## src/rtl/core/ffbs_pkg.sv

```systemverilog
// shared types, constants and helpers for the first-fit buffer suballocator
package ffbs_pkg;

  localparam int unsigned MaxBuffers = 16;
  localparam int unsigned IdxW       = (MaxBuffers > 1) ? $clog2(MaxBuffers) : 1;
  localparam int unsigned OpenW      = $clog2(MaxBuffers + 1);
  localparam int unsigned CountW     = 17;
  localparam int unsigned StartW     = 16;
  localparam int unsigned BufW       = 4;
  localparam int unsigned CfgIdxW    = 1;

  localparam logic [CountW-1:0]  CapLimit   = 17'h10000;
  localparam logic [CfgIdxW-1:0] CfgVertCap = 1'b0;
  localparam logic [CfgIdxW-1:0] CfgIdxCap  = 1'b1;

  typedef enum logic [1:0] {
    ST_NONE    = 2'd0,
    ST_GRANT   = 2'd1,
    ST_TOO_BIG = 2'd2,
    ST_NO_BUF  = 2'd3
  } status_e;

  typedef enum logic [2:0] {
    PS_IDLE,
    PS_CHECK,
    PS_SCAN,
    PS_UPDATE,
    PS_OFFSET,
    PS_DONE
  } pool_state_e;

  typedef struct packed {
    status_e             status;
    logic [BufW-1:0]     buffer;
    logic [StartW-1:0]   start;
  } pool_res_t;

  typedef struct packed {
    logic idle;
    logic done;
  } pool_stat_t;

  // low four bits of a buffer number, zero-extended when the number is narrower
  function automatic logic [BufW-1:0] to_buf(input logic [OpenW-1:0] num);
    logic [OpenW+BufW-1:0] ext;
    ext = {{BufW{1'b0}}, num};
    return ext[BufW-1:0];
  endfunction

  // capacity register saturated at the buffer limit
  function automatic logic [CountW-1:0] sat_cap(input logic [CountW-1:0] reg_val);
    return reg_val[CountW-1] ? CapLimit : reg_val;
  endfunction

endpackage

```

## src/rtl/core/ffbs_pool.sv

```systemverilog
// one pool: free-count store and first-fit scan sequencer over a shared subtractor
module ffbs_pool (
  input  logic                       clk_i,
  input  logic                       rst_ni,
  input  logic                       start_i,
  input  logic [ffbs_pkg::CountW-1:0] count_i,
  input  logic [ffbs_pkg::CountW-1:0] cap_i,
  input  logic                       ack_i,
  output ffbs_pkg::pool_stat_t       stat_o,
  output ffbs_pkg::pool_res_t        res_o
);
  import ffbs_pkg::*;

  pool_state_e state_q, state_d;
  logic [OpenW-1:0]  idx_q, idx_d;
  logic [OpenW-1:0]  open_q, open_d;
  logic [OpenW-1:0]  pick_q, pick_d;
  logic [CountW-1:0] count_q, count_d;
  logic [CountW-1:0] cap_q, cap_d;
  logic [CountW-1:0] freec_q, freec_d;
  pool_res_t         res_q, res_d;

  logic [CountW-1:0] free_mem [MaxBuffers];
  logic              mem_we;
  logic [IdxW-1:0]   mem_addr;
  logic [CountW-1:0] mem_wdata;
  logic [CountW-1:0] slot_rd;

  // shared subtract unit
  logic [CountW-1:0] sub_a, sub_b;
  logic [CountW:0]   diff;
  logic              borrow;

  logic scan_end, pool_full, count_zero;

  assign slot_rd    = free_mem[idx_q[IdxW-1:0]];
  assign diff       = {1'b0, sub_a} - {1'b0, sub_b};
  assign borrow     = diff[CountW];
  assign scan_end   = (idx_q == open_q);
  assign pool_full  = (open_q == OpenW'(MaxBuffers));
  assign count_zero = (count_q == '0);

  always_comb begin
    unique case (state_q)
      PS_SCAN: begin
        sub_a = slot_rd;
        sub_b = count_q;
      end
      PS_UPDATE: begin
        sub_a = freec_q;
        sub_b = count_q;
      end
      PS_OFFSET: begin
        sub_a = cap_q;
        sub_b = freec_q;
      end
      default: begin
        sub_a = cap_q;
        sub_b = count_q;
      end
    endcase
  end

  // next state
  always_comb begin
    state_d = state_q;
    unique case (state_q)
      PS_IDLE:   if (start_i) state_d = PS_CHECK;
      PS_CHECK: begin
        if (count_zero || borrow) state_d = PS_DONE;
        else                      state_d = PS_SCAN;
      end
      PS_SCAN: begin
        if (scan_end) begin
          state_d = pool_full ? PS_DONE : PS_UPDATE;
        end else if (!borrow) begin
          state_d = PS_UPDATE;
        end
      end
      PS_UPDATE: state_d = PS_OFFSET;
      PS_OFFSET: state_d = PS_DONE;
      PS_DONE:   if (ack_i) state_d = PS_IDLE;
      default:   state_d = PS_IDLE;
    endcase
  end

  // datapath and store control
  always_comb begin
    idx_d     = idx_q;
    open_d    = open_q;
    pick_d    = pick_q;
    count_d   = count_q;
    cap_d     = cap_q;
    freec_d   = freec_q;
    res_d     = res_q;
    mem_we    = 1'b0;
    mem_addr  = pick_q[IdxW-1:0];
    mem_wdata = diff[CountW-1:0];
    unique case (state_q)
      PS_IDLE: begin
        if (start_i) begin
          count_d = count_i;
          cap_d   = cap_i;
          idx_d   = '0;
        end
      end
      PS_CHECK: begin
        if (count_zero) begin
          res_d = '{status: ST_NONE, buffer: '0, start: '0};
        end else if (borrow) begin
          res_d = '{status: ST_TOO_BIG, buffer: '0, start: '0};
        end
      end
      PS_SCAN: begin
        if (scan_end) begin
          if (pool_full) begin
            res_d = '{status: ST_NO_BUF, buffer: '0, start: '0};
          end else begin
            mem_we    = 1'b1;
            mem_addr  = open_q[IdxW-1:0];
            mem_wdata = cap_q;
            freec_d   = cap_q;
            pick_d    = open_q;
            open_d    = open_q + OpenW'(1);
          end
        end else if (!borrow) begin
          freec_d = slot_rd;
          pick_d  = idx_q;
        end else begin
          idx_d = idx_q + OpenW'(1);
        end
      end
      PS_UPDATE: begin
        mem_we = 1'b1;
      end
      PS_OFFSET: begin
        res_d.status = ST_GRANT;
        res_d.buffer = to_buf(pick_q);
        res_d.start  = borrow ? '0 : diff[StartW-1:0];
      end
      default: ;
    endcase
  end

  always_ff @(posedge clk_i or negedge rst_ni) begin
    if (!rst_ni) begin
      state_q <= PS_IDLE;
      open_q  <= '0;
      idx_q   <= '0;
    end else begin
      state_q <= state_d;
      open_q  <= open_d;
      idx_q   <= idx_d;
    end
  end

  always_ff @(posedge clk_i) begin
    pick_q  <= pick_d;
    count_q <= count_d;
    cap_q   <= cap_d;
    freec_q <= freec_d;
    res_q   <= res_d;
  end

  always_ff @(posedge clk_i) begin
    if (mem_we) free_mem[mem_addr] <= mem_wdata;
  end

  assign stat_o.idle = (state_q == PS_IDLE);
  assign stat_o.done = (state_q == PS_DONE);
  assign res_o       = res_q;

endmodule

```

## src/rtl/core/first_fit_buffer_suballocator_unit.sv

```systemverilog
// top level: config registers, two pool sequencers and the result register
//
// Requests enter on the input channel (in_valid_i/in_ready_o) as one beat holding
// a vertex count and an index count; each beat gives exactly one result beat on
// the output channel (out_valid_o/out_ready_i) with status, buffer and start for
// both pools. A zero count reports "none asked" for that pool.
// The two pools run side by side, each stepping one subtractor through a fixed
// sequence: a capacity check, a first-fit scan of one open buffer per cycle, a
// free-count update and a start-offset step. A pool with a zero or oversized
// count goes from the check straight to done, and a pool with no buffer left
// ends after scanning every buffer; the result beat waits for the slower pool.
// in_ready_o is low until the result is loaded into the output register, so no new
// request is taken while one is in flight; with the receiver ready the next request
// is accepted in the cycle the result beat can leave; if the receiver stalls, a
// finished pool holds its result and the input stays closed until the output
// register frees up.
// Configuration writes (cfg_we_i, cfg_idx_i, cfg_data_i) take effect at once; the
// user must make them while no request is in flight, the block does not enforce it.
// Reset closes every buffer in both pools and sets both capacities to 65536;
// no clearing pass is needed.
module first_fit_buffer_suballocator_unit (
  input  logic                          clk_i,
  input  logic                          rst_ni,
  input  logic                          cfg_we_i,
  input  logic [ffbs_pkg::CfgIdxW-1:0]  cfg_idx_i,
  input  logic [ffbs_pkg::CountW-1:0]   cfg_data_i,
  input  logic                          in_valid_i,
  output logic                          in_ready_o,
  input  logic [ffbs_pkg::CountW-1:0]   vertex_count_i,
  input  logic [ffbs_pkg::CountW-1:0]   index_count_i,
  output logic                          out_valid_o,
  input  logic                          out_ready_i,
  output logic [1:0]                    vertex_status_o,
  output logic [ffbs_pkg::BufW-1:0]     vertex_buffer_o,
  output logic [ffbs_pkg::StartW-1:0]   vertex_start_o,
  output logic [1:0]                    index_status_o,
  output logic [ffbs_pkg::BufW-1:0]     index_buffer_o,
  output logic [ffbs_pkg::StartW-1:0]   index_start_o
);
  import ffbs_pkg::*;

  logic [CountW-1:0] vcap_q, vcap_d;
  logic [CountW-1:0] icap_q, icap_d;
  logic              out_valid_q, out_valid_d;
  pool_res_t         vout_q, iout_q;

  pool_stat_t v_stat, i_stat;
  pool_res_t  v_res, i_res;
  logic       start, load;

  always_comb begin
    vcap_d = vcap_q;
    icap_d = icap_q;
    if (cfg_we_i) begin
      unique case (cfg_idx_i)
        CfgVertCap: vcap_d = cfg_data_i;
        CfgIdxCap:  icap_d = cfg_data_i;
        default: ;
      endcase
    end
  end

  assign in_ready_o = v_stat.idle & i_stat.idle;
  assign start      = in_valid_i & in_ready_o;
  assign load       = v_stat.done & i_stat.done & (~out_valid_q | out_ready_i);

  always_comb begin
    out_valid_d = out_valid_q;
    if (load)             out_valid_d = 1'b1;
    else if (out_ready_i) out_valid_d = 1'b0;
  end

  ffbs_pool u_vpool (
    .clk_i   (clk_i),
    .rst_ni  (rst_ni),
    .start_i (start),
    .count_i (vertex_count_i),
    .cap_i   (sat_cap(vcap_q)),
    .ack_i   (load),
    .stat_o  (v_stat),
    .res_o   (v_res)
  );

  ffbs_pool u_ipool (
    .clk_i   (clk_i),
    .rst_ni  (rst_ni),
    .start_i (start),
    .count_i (index_count_i),
    .cap_i   (sat_cap(icap_q)),
    .ack_i   (load),
    .stat_o  (i_stat),
    .res_o   (i_res)
  );

  always_ff @(posedge clk_i or negedge rst_ni) begin
    if (!rst_ni) begin
      vcap_q      <= CapLimit;
      icap_q      <= CapLimit;
      out_valid_q <= 1'b0;
    end else begin
      vcap_q      <= vcap_d;
      icap_q      <= icap_d;
      out_valid_q <= out_valid_d;
    end
  end

  always_ff @(posedge clk_i) begin
    if (load) begin
      vout_q <= v_res;
      iout_q <= i_res;
    end
  end

  assign out_valid_o     = out_valid_q;
  assign vertex_status_o = vout_q.status;
  assign vertex_buffer_o = vout_q.buffer;
  assign vertex_start_o  = vout_q.start;
  assign index_status_o  = iout_q.status;
  assign index_buffer_o  = iout_q.buffer;
  assign index_start_o   = iout_q.start;

endmodule
```

## config.mk

```make
export PLATFORM = sky130hd
export DESIGN_NAME = first_fit_buffer_suballocator_unit
export DESIGN_NICKNAME = d
export VERILOG_FILES = /design/src/rtl/core/ffbs_pkg.sv /design/src/rtl/core/ffbs_pool.sv /design/src/rtl/core/first_fit_buffer_suballocator_unit.sv
export SDC_FILE = /design/constraint.sdc
export NUM_CORES = 1
export LEC_CHECK = 0
export ABC_AREA = 1
export BUFFER_PORTS_ARGS = -buffer_cell sky130_fd_sc_hd__clkbuf_2
export CAP_MARGIN = 20
export CORE_UTILIZATION = 35
export DETAILED_ROUTE_END_ITERATION = 10
export GPL_TIMING_DRIVEN = 0
export SYNTH_ARGS = -nofsm -noshare
export SYNTH_HDL_FRONTEND = slang
export SYNTH_HIERARCHICAL = 1
export SYNTH_SLANG_ARGS = --single-unit
```

## constraint.sdc

```tcl
create_clock -name clk_i -period 5.8 [get_ports clk_i]
set_input_delay 0.29 -clock clk_i [delete_from_list [all_inputs] [get_ports clk_i]]
set_output_delay 0.29 -clock clk_i [all_outputs]
set_load 0.03 [all_outputs]
```

==> results_dict.tcl <==
set metrics [dict create \
    timing.hold.ws_ns 0.0731 \
    port-buffer-count 100 \
    synthDistinctLibCells 48 \
    max_freq_ghz 0.191 \
    wl_met2_um 46100 \
    setup_tns_ns 0 \
    max_slew_margin_pct 28.2 \
    wl_met1_um 42000 \
    status "complete, no violations" \
    synth-main-ff-cell "edfxtp_1" \
    final_cell_area_um2 40700 \
    netlist_top_cells_count "edfxtp_1 (742), nor2_1 (496), nand2_1 (443), o21ai_0 (373), inv_1 (208)" \
    crit_required_ns 6.10 \
    routed_wl_um 98500 \
    r2r_cells 18 \
    drive_gt1_share_pct 11.9 \
    core-area_um2 97300 \
    clk_latency_ns 0.65 \
    synth_most_common_cell "edfxtp_1" \
    drv_cap 0 \
    antenna_found_initial 0 \
    fin_crit_sh_pct 90.1 \
    die_w_um 316 \
    avgSynthCellArea_um2 11.3 \
    vias 24300 \
    setup_viol 0 \
    hold_viol 0 \
    clockRootBuffer "clkbuf_16" \
    postCtsSetupBuffers 0 \
    finish.utilization_pct 41.8 \
    grt_max_degree 57 \
    ys_seq_area_share_pct 68.8 \
    cts.clk_slew.worst_paths_ns 0.06 \
    post_drt_wl_per_cell_um 21.0 \
    antenna_cells 0 \
    postRouteAntennaNets 0 \
    arrival_ns 5.53 \
    dieArea_um2 100000 \
    crit_fanout 16 \
    tritoncts "done" \
    syn_area_um2 34600 \
    ir_worst_vdd_uv 297 \
    track_usage_pct 19.5 \
    drcViolationCount 0 \
    grt_setup_unrepaired "false" \
    syn_nets 3151 \
    synth_edf_count 742 \
    top_layer_used "met4" \
    cts_sinks 803 \
    synth_async_sr_flop_share_pct 7.60 \
    slew_viol_final 0 \
    post-dp-hpwl_um 69700 \
    yosysWarningCount 6 \
    nets 3441 \
    cts_buffer_depth 3 \
    io_pins 103 \
    p_leak_nw 15.1 \
    vias_per_cell 5.18 \
    dpl-instance-area_um2 37600 \
    dr_wl_met3_um 7090 \
    end_kind "flop" \
    die_h_um 316 \
    gp_congestion 0.927 \
    period_minus_slack_ns 5.23 \
    grt_pass1_wl_um 146000 \
    overflow 0 \
    cts.htree.levels 3 \
    worst_slew_pin_slew_ns 1.08 \
    first_iter_violations 2631 \
    first_pass_iters 6 \
    yosysTopAreaCellShare_pct 64.4 \
    first_global_vias 23200 \
    synthTopCellsByArea "edfxtp_1 (64%), o21ai_0 (5.4%), nor2_1 (5.4%)" \
    fin_skew_ns 0.0211 \
    cts_buffers 78 \
    hp-class "primary input to asynchronous set/reset pin" \
    power_mw 20.0 \
    ys_seq_elements 803 \
    placementRows 114 \
    start_util_pct 35.6 \
    worst_setup_path_start_kind "flop" \
    synthCells 3052 \
    worstSetupPathType "flop to flop" \
    synth_area_leader_cell "edfxtp_1" \
    powerDensity_nw_per_um2 491 \
    area_delta_synth_final_pct 17.6 \
]
[final timing paths]
path	startpoint	end	slack (ns)
setup / recovery	u_ipool/idx_q[2]	u_ipool/free_mem[2][12]	0.57
hold / removal	rst_ni	u_vpool/idx_q[2]	0.07
setup reg to reg	u_ipool/idx_q[2]	u_ipool/free_mem[2][12]	0.57
hold reg to reg	u_ipool/res_o[2]	index_start_o[2]	0.41
max in group asynchronous	rst_ni	vcap_q[16]	5.16
min in group clk_i	in_valid_i	u_vpool/state_q[0]	0.26
[cell families (layout without fill, tap and decap cells)]
group,Yosys count,in the layout,synth area share [%]
adders and majority gates,42,42,1.56
AOI/OAI and AO/OA,639,639,10.4
and+or+nand+nor,1130,1130,13.3
xor gates and xnor gates,33,33,0.835
muxes,19,19,0.550
DFF,803,803,68.8
buffers and inverters,386,739,4.54
[flip-flops by register name (all words and copies together), names as in the netlist, 5 cells and up]
name,count
u_ipool/freec_q,17
index_start_o,16
u_ipool/count_q,17
u_ipool/free_mem,272
u_ipool/idx_q,5
u_vpool/freec_q,17
u_vpool/idx_q,5
u_ipool/cap_q,17
u_vpool/res_o,22
u_vpool/count_q,17
vcap_q,17
vertex_start_o,16
u_vpool/free_mem,272
u_vpool/cap_q,17
icap_q,17
u_vpool/open_q,5
u_ipool/res_o,22
u_ipool/open_q,5
[per-stage QoR]
| stage | cells | worst slack, ns |
|---|---|---|
| floorplan | 3052 | 1.75 |
| global placement | 4428 | -0.677 |
| CTS | 4681 | 0.688 |
| detailed placement | 4481 | 0.678 |
| finish | 4681 | 0.574 |
| global route | 4681 | 0.237 |
[placed cells by master (no fill, tap or decap), drive strengths merged, types with 57 or more instances in the layout]
master,synthesis,final
dfrtp,59,59
buf,57,110
o22ai,85,85
nor2,504,504
dlygate4sd3,0,57
o21ai,405,405
edfxtp,742,742
inv,225,228
nand2,448,448
clkbuf,102,301
nand3,136,136
[final cells by class]
class	instances	area (µm²)
Buffer	159	714
Clock buffer	99	2120
Clock inverter	44	423
Fill cell	9164	56600
Inverter	227	857
Multi-Input combinational cell	1863	9360
Sequential cell	803	23800
Tap cell	1276	1600
Timing Repair Buffer	210	1810
[power breakdown]
part | internal (mW) | leakage, nW | switching (mW)
sequential | 8.35 | 7.50 | 0.187
combinational | 1.50 | 6.36 | 4.91
clock | 2.80 | 1.25 | 2.24
[repair_timing]
item / 4_1_cts / 5_1_grt
gates resized for setup: 0 / 0
setup endpoints to repair: 0 / 0
hold endpoints to repair: 128 / 0
hold buffers: 57 / 0
[metal layers]
layer,track usage (%),vias to the layer above
li1,-,11300
met1,27.2,11800
met2,31.3,1025
met3,2.67,167
met4,6.89,0
met5,0,-
[critical path: stages, from the launching register on]
cell and delay (ns):
dfrtp_1 0.38, clkbuf_1 0.59, clkbuf_1 0.52, o221ai_1 0.23
nand3_1 0.23, nand3_1 0.18, o21ai_0 0.24, ha_1 0.23
inv_1 0.09, fa_1 0.39, nand2_1 0.07, nand2_1 0.05
o21ai_0 0.16, o21ai_0 0.32, nand3_1 0.17, nand2_1 0.06
nand2_1 0.05, nand2_1 0.10, o21ai_2 0.79
No activity file was read; power rests on OpenSTA's default activity.
